## src/rtl/core/spq_pkg.sv

```systemverilog
// Shared types and codes for the sorted process queue.
package spq_pkg;

   localparam int SPQ_DEPTH_DEFAULT = 16;

   localparam int ID_W    = 8;
   localparam int TIME_W  = 16;
   localparam int CMD_W   = 2;
   localparam int STAT_W  = 2;
   localparam int COUNT_W = 5;

   typedef enum logic [CMD_W-1:0] {
      CMD_INSERT = 2'd0,
      CMD_POP    = 2'd1,
      CMD_REMOVE = 2'd2
   } cmd_type;

   typedef enum logic [STAT_W-1:0] {
      ST_OK        = 2'd0,
      ST_NOT_FOUND = 2'd1,
      ST_FULL      = 2'd2
   } status_type;

   typedef enum logic [1:0] {
      OP_NONE,
      OP_INSERT,
      OP_REMOVE
   } op_type;

   typedef struct packed {
      logic [ID_W-1:0]   id;
      logic [TIME_W-1:0] arrival;
      logic [TIME_W-1:0] burst;
   } entry_type;

   // What a cell tells its right-hand neighbor about itself.
   typedef struct packed {
      logic occ;
      logic after;
   } stat_type;

   // Command broadcast to every cell in the row.
   typedef struct packed {
      op_type    op;
      logic      by_id;
      entry_type key;
   } bcast_type;

endpackage

```

## src/rtl/core/spq_cell.sv

```systemverilog
// One cell of the sorted row: holds one entry and shifts with its neighbors.
module spq_cell import spq_pkg::*; (
   input  logic      clock,
   input  bcast_type bcast,
   input  logic      occ,
   input  stat_type  left_stat,
   input  entry_type left_entry,
   input  entry_type right_entry,
   input  logic      seen_in,
   input  entry_type found_in,
   output entry_type entry,
   output stat_type  stat,
   output logic      seen_out,
   output entry_type found_out
);

   entry_type entry_ff;
   entry_type entry_in;
   logic      after;
   logic      match;
   logic      shift_in;
   logic      ins_here;

   // Held entry sorts strictly after the new key: equal keys land behind.
   assign after = occ && ((entry_ff.arrival > bcast.key.arrival) ||
                          ((entry_ff.arrival == bcast.key.arrival) &&
                           (entry_ff.id > bcast.key.id)));

   assign match = (bcast.op == OP_REMOVE) && occ &&
                  (!bcast.by_id || (entry_ff.id == bcast.key.id));

   assign shift_in = left_stat.occ && left_stat.after;
   assign ins_here = (!occ || after) && left_stat.occ && !left_stat.after;

   assign seen_out  = seen_in || match;
   assign found_out = (match && !seen_in) ? entry_ff : found_in;

   always_comb begin
      entry_in = entry_ff;
      unique case (bcast.op)
         OP_INSERT: begin
            if (shift_in) begin
               entry_in = left_entry;
            end else if (ins_here) begin
               entry_in = bcast.key;
            end
         end
         OP_REMOVE: begin
            if (seen_out) begin
               entry_in = right_entry;
            end
         end
         default: begin
            entry_in = entry_ff;
         end
      endcase
   end

   always_ff @(posedge clock) begin
      entry_ff <= entry_in;
   end

   assign entry      = entry_ff;
   assign stat.occ   = occ;
   assign stat.after = after;

endmodule

```

## src/rtl/core/sorted_process_queue_unit.sv

```systemverilog
// Top level of the sorted process queue: a row of shifting cells plus a result register.
// A command's response beat is registered: it becomes valid in the cycle after the command beat is taken.
// Throughput: one command per cycle while the response side keeps taking beats; every cell compares
//   against the new key at once, and the first-match search ripples across the row within that cycle.
// Reset clears the entry count and the response valid; cell contents are not cleared,
//   cells at or above the count are simply treated as empty.
module sorted_process_queue_unit import spq_pkg::*; #(
   parameter int QUEUE_DEPTH = SPQ_DEPTH_DEFAULT
) (
   input  logic               clock,
   input  logic               reset,
   input  logic               req_valid,
   output logic               req_ready,
   input  logic [CMD_W-1:0]   req_cmd,
   input  logic [ID_W-1:0]    req_proc_id,
   input  logic [TIME_W-1:0]  req_arrival_time,
   input  logic [TIME_W-1:0]  req_burst_length,
   output logic               rsp_valid,
   input  logic               rsp_ready,
   output logic [STAT_W-1:0]  rsp_status,
   output logic [ID_W-1:0]    rsp_out_id,
   output logic [TIME_W-1:0]  rsp_out_arrival,
   output logic [TIME_W-1:0]  rsp_out_burst,
   output logic [COUNT_W-1:0] rsp_entry_count
);

   localparam int CntW = $clog2(QUEUE_DEPTH + 1);

   // Occupancy count and response register.
   logic [CntW-1:0] count_ff, count_in;
   logic            rsp_valid_ff, rsp_valid_in;
   status_type      status_ff, status_in;
   entry_type       out_ff, out_in;

   logic       accept;
   logic       full;
   logic       empty;
   bcast_type  bcast;
   logic       found;
   status_type status;

   // Row wiring: cell i owns index i; in the chains, index i feeds cell i and i+1 comes out.
   entry_type cell_entry [QUEUE_DEPTH];
   stat_type  cell_stat  [QUEUE_DEPTH];
   logic      cell_occ   [QUEUE_DEPTH];
   logic      seen_chain [QUEUE_DEPTH+1];
   entry_type found_chain[QUEUE_DEPTH+1];

   // Take a new command whenever the response slot is free or being drained.
   assign req_ready = !rsp_valid_ff || rsp_ready;
   assign accept    = req_valid && req_ready;

   assign full  = (count_ff == CntW'(QUEUE_DEPTH));
   assign empty = (count_ff == '0);

   // Decode the command into the broadcast the cells act on.
   always_comb begin
      bcast.key.id      = req_proc_id;
      bcast.key.arrival = req_arrival_time;
      bcast.key.burst   = req_burst_length;
      bcast.by_id       = 1'b0;
      bcast.op          = OP_NONE;
      if (accept) begin
         unique case (req_cmd)
            CMD_INSERT: begin
               if (!full) bcast.op = OP_INSERT;
            end
            CMD_POP: begin
               // Pop is a remove where every held cell matches: the first wins.
               if (!empty) bcast.op = OP_REMOVE;
            end
            CMD_REMOVE: begin
               bcast.op    = OP_REMOVE;
               bcast.by_id = 1'b1;
            end
            default: begin
               bcast.op = OP_NONE;
            end
         endcase
      end
   end

   assign seen_chain[0]  = 1'b0;
   assign found_chain[0] = '0;

   for (genvar i = 0; i < QUEUE_DEPTH; i++) begin : g_cell
      stat_type  left_stat;
      entry_type left_entry;
      entry_type right_entry;

      assign cell_occ[i] = (count_ff > CntW'(i));

      if (i == 0) begin : g_head
         // Head cell: the new key lands here if this cell is empty or sorts after it.
         assign left_stat.occ   = 1'b1;
         assign left_stat.after = 1'b0;
         assign left_entry      = bcast.key;
      end else begin : g_body
         assign left_stat  = cell_stat[i-1];
         assign left_entry = cell_entry[i-1];
      end

      if (i == QUEUE_DEPTH - 1) begin : g_tail
         // Tail cell: whatever shifts in past the count is never read.
         assign right_entry = cell_entry[i];
      end else begin : g_mid
         assign right_entry = cell_entry[i+1];
      end

      spq_cell u_cell (
         .clock       (clock),
         .bcast       (bcast),
         .occ         (cell_occ[i]),
         .left_stat   (left_stat),
         .left_entry  (left_entry),
         .right_entry (right_entry),
         .seen_in     (seen_chain[i]),
         .found_in    (found_chain[i]),
         .entry       (cell_entry[i]),
         .stat        (cell_stat[i]),
         .seen_out    (seen_chain[i+1]),
         .found_out   (found_chain[i+1])
      );
   end

   assign found = seen_chain[QUEUE_DEPTH];

   // Status and count for the command in flight.
   always_comb begin
      status   = ST_NOT_FOUND;
      count_in = count_ff;
      priority if (bcast.op == OP_INSERT) begin
         status   = ST_OK;
         count_in = count_ff + CntW'(1);
      end else if (accept && (req_cmd == CMD_INSERT)) begin
         status = ST_FULL;
      end else if (found) begin
         status   = ST_OK;
         count_in = count_ff - CntW'(1);
      end else begin
         status = ST_NOT_FOUND;
      end
   end

   // Load the response on accept, drop valid once the beat is taken.
   always_comb begin
      rsp_valid_in = rsp_valid_ff;
      status_in    = status_ff;
      out_in       = out_ff;
      if (accept) begin
         rsp_valid_in = 1'b1;
         status_in    = status;
         out_in       = found_chain[QUEUE_DEPTH];
      end else if (rsp_ready) begin
         rsp_valid_in = 1'b0;
      end
   end

   always_ff @(posedge clock) begin
      if (reset) begin
         count_ff     <= '0;
         rsp_valid_ff <= 1'b0;
      end else begin
         count_ff     <= count_in;
         rsp_valid_ff <= rsp_valid_in;
      end
   end

   // Payload registers hold without reset.
   always_ff @(posedge clock) begin
      status_ff <= status_in;
      out_ff    <= out_in;
   end

   // The count reported is the count after the command, i.e. the register itself.
   assign rsp_valid       = rsp_valid_ff;
   assign rsp_status      = status_ff;
   assign rsp_out_id      = out_ff.id;
   assign rsp_out_arrival = out_ff.arrival;
   assign rsp_out_burst   = out_ff.burst;
   assign rsp_entry_count = COUNT_W'(count_ff);

endmodule

```

## config.mk

```make
export PLATFORM = sky130hd
export DESIGN_NAME = sorted_process_queue_unit
export DESIGN_NICKNAME = d
export VERILOG_FILES = /design/src/rtl/core/spq_pkg.sv /design/src/rtl/core/spq_cell.sv /design/src/rtl/core/sorted_process_queue_unit.sv
export SDC_FILE = /design/constraint.sdc
export NUM_CORES = 2
export LEC_CHECK = 0
export ABC_AREA = 1
export BUFFER_PORTS_ARGS = -buffer_cell sky130_fd_sc_hd__buf_4
export CAP_MARGIN = 5
export CORE_MARGIN = 2
export CORE_UTILIZATION = 40
export DETAILED_ROUTE_END_ITERATION = 6
export GPL_TIMING_DRIVEN = 0
export MAX_ROUTING_LAYER = met4
export PLACE_DENSITY = 0.54
export SLEW_MARGIN = 40
export SYNTH_ARGS = -nofsm -noshare
export SYNTH_HDL_FRONTEND = slang
export SYNTH_SLANG_ARGS = --single-unit
```

## constraint.sdc

```tcl
create_clock -name clock -period 7.5 [get_ports clock]
set_clock_uncertainty 0.05 [all_clocks]
set_input_delay 0.75 -clock clock [delete_from_list [all_inputs] [get_ports clock]]
set_output_delay 0.75 -clock clock [all_outputs]
set_load 0.005 [all_outputs]
```

==> run metrics <==
status finished, final reports clean; # Post-CTS Setup Buffers 0; FF-to-FF Start rsp_entry_count[0]$_SDFFE_PP0P_; Net Switching 8.067 mW; Least-Margin Pin Slew 0.9303 ns; Die Wd 348.3 um; total grt overflow 0; Iter 0 DRT Violations 4,873; Syn. warnings 0; CTS root buffer clkbuf_16; Startpoint Class register; largest net degree at the start of global routing 42; VDD IR max 203.5 uV; CP arrival 6.78 ns; unrepaired setup endpoints after global routing false; Pins Over Slew Limit 0; final WL 185,300 um; Post-synth top flop edfxtp_1; cell area after synthesis approximately 0.047 mm^2; H-Tree Depth 3; Syn Inst Count 5,972; worst r2r path cells 16; highest clock rate approximately 0.16 GHz; initial antenna violation count 4; Worst R2R End g_cell[1].u_cell.entry[2]$_DFFE_PP_; Fin. Hold Viols 0; critical path class reg -> reg; fillers 11,790; CTS tree yes; layout cells sized above 1 a little over 6%; sequential share of power 34.3%; Core Util, Final 45.95%; Post-synth EDFFs 682; final period utilization ~85%; Unique masters post-synth 48; global placement routability congestion 1.003; clock power share 23.3%; Synth top area share 43.19%; core box area 0.1178 mm^2; sw frac 43.69%; DRC viols 0; Final Critical Period 6.385 ns; power per cell area 341.2 mW/mm^2; die height about 350 um; slew margin rel. 37.98%; clk buf depth 3; data required time of the critical path between 7 and 8 ns; Avg Vias per Cell 5.607; FF+latch count, synth 688; max cap viols 0; HPWL after DPL approximately 150,000 um; Layout area overhead 14.11%; final setup vio count 0; Reg2Reg Setup Slack 1.12 ns; global-route wire length before repair 269,800 um; Design Power 18.46 mW; Setup WS pre-CTS approximately 1.1 ns; Post-CTS Resized 0; Clock transition at path regs approximately 0.06 ns; Logic pwr share 42.4%; GRT Total Usage around 30%; top post-synthesis cells by count nand2_1, o21ai_0, edfxtp_1; syn avg cell area just under 8 um^2; DRT Pass-1 Iters 6; Die Area 0.1213 mm^2; top-count cell post-synth nand2_1; final net count around 6,600; hold endpoint rsp_entry_count[3]$_SDFFE_PP0P_; vias in the first global route approximately 42,000; num ports 95; leak pwr between 20 and 25 nW; syn nets roughly 6,400; hold_buf cts 0; Crit. End Element register; crit path launch rsp_entry_count[0]$_SDFFE_PP0P_; Max Fanout on Critical Path 14; drt wl/cell 23.72 um; asr flop ratio synth 0%; hold slack 0.2640 ns; Post-Place Cell Area 0.05126 mm^2; # rows around 130; Final ANT Viol Nets 0; Hold Crit Start reset; sequential-to-total area share from yosys stat between 40% and 50%; CTS buffer count 85; Worst Hold Class in -> reg; Starting Density 40.26%; Hold Path Stages 2; Clock Sinks 688; P_int about 10 mW; Yosys top cell by area edfxtp_1; Final Cell Area 0.05411 mm^2; Port Buffer Count 94; worst skew pair latency 0.70 ns; main area contributors after synthesis edfxtp_1, o21ai_0, ha_1; worst setup margin 1.115 ns; DR vias 43,800
-- power by group through the flow --
stage | sequential (mW) | clock, mW | combinational, mW
after floorplan | 6.16 | 0 | 4.65
after global placement | 6.44 | 0 | 7.33
after detailed placement | 6.39 | 0 | 7.67
after CTS | 6.31 | 4.35 | 7.70
after global routing | 6.43 | 4.49 | 8.63
final | 6.34 | 4.30 | 7.82
-- per-layer routing --
layer,up-vias,routed length (um),GRT usage (%)
met4,0,7105,11.98
li1,21420,-,-
met5,-,0,-
met3,283,12740,3.011
met2,1686,83530,48.04
met1,20410,81900,41.49
-- worst max-delay path: stages, from the launching register on --
cell and delay (ns):
dfxtp_1 0.52, inv_1 0.27, ha_1 0.29, nand3_1 0.49
a31oi_1 0.23, inv_1 0.10, ha_1 0.15, clkbuf_1 0.45
clkbuf_2 0.68, clkbuf_1 0.72, clkbuf_2 0.52, buf_1 0.74
nand2_1 0.20, nand2_1 0.16, a31oi_4 0.12, buf_8 0.25
buf_6 0.15
-- metrics by stage --
step / std cells / setup TNS [ns]
2_1_floorplan: 5972 / 0
3_3_place_gp: 7602 / -853.91
3_5_place_dp: 7653 / 0
4_1_cts: 7810 / 0
5_1_grt: 7810 / 0
6_report: 7812 / 0
-- state kept, by name, indices dropped and copies added, names as in the netlist --
register / cells
g_cell.u_cell.entry: 640
rsp_entry_count: 5
rsp_out_burst: 16
rsp_out_arrival: 16
rsp_out_id: 8
rsp_valid: 1
rsp_status: 2
-- layout by cell type (no fill, tap or decap), drive strengths merged, types with 2 or more instances in the layout --
master / count
a221oi: 19
buf: 211
o21ai: 1244
a211oi: 8
nand4: 91
o221ai: 25
dfxtp: 6
or2: 3
o21bai: 19
clkinv: 48
nand2: 1288
nand3b: 3
a21oi: 439
nor3b: 3
o211ai: 15
a31oi: 8
o21a: 2
diode: 2
xor2: 4
edfxtp: 682
bufinv: 11
nand3: 402
nor4: 2
ha: 392
inv: 423
clkbuf: 422
nor3: 18
nor2: 479
-- worst max path at each step --
| stage | end | depth (start not counted) | slack (ns) |
|---|---|---|---|
| 3_5_place_dp | g_cell[1].u_cell.entry[2]$_DFFE_PP_ | 19 | 1.05 |
| 6_report | g_cell[1].u_cell.entry[2]$_DFFE_PP_ | 16 | 1.12 |
| 2_1_floorplan | g_cell[14].u_cell.entry[0]$_DFFE_PP_ | 15 | 1.26 |
| 5_1_grt | g_cell[1].u_cell.entry[0]$_DFFE_PP_ | 16 | 1.09 |
| 4_1_cts | g_cell[1].u_cell.entry[0]$_DFFE_PP_ | 16 | 1.37 |
| 3_3_place_gp | g_cell[14].u_cell.entry[4]$_DFFE_PP_ | 16 | -2.83 |
-- cell families after synthesis --
group,after synthesis,share of synthesized area [%]
compound gates,1784,19.47
xor+xnor,5,0.09235
fa+ha+maj,392,10.34
buf+inv,814,6.628
flops,688,43.44
simple gates,2289,20.02
-- layout make-up --
type / count / area (um^2) / share of cell area [%]
multi-input cells: 4470 / 23810 / 44.00
flip-flops and latches: 688 / 20600 / 38.07
clock buffers: 97 / 2172 / 4.014
well taps: 1536 / 1922 / 3.552
repair buffers: 145 / 1732 / 3.200
plain buffers: 391 / 1603 / 2.962
inverters: 423 / 1600 / 2.957
clock inverters: 60 / 670.6 / 1.239
diodes: 2 / 5.005 / 0.009249
No activity file was read; power rests on OpenSTA's default activity.
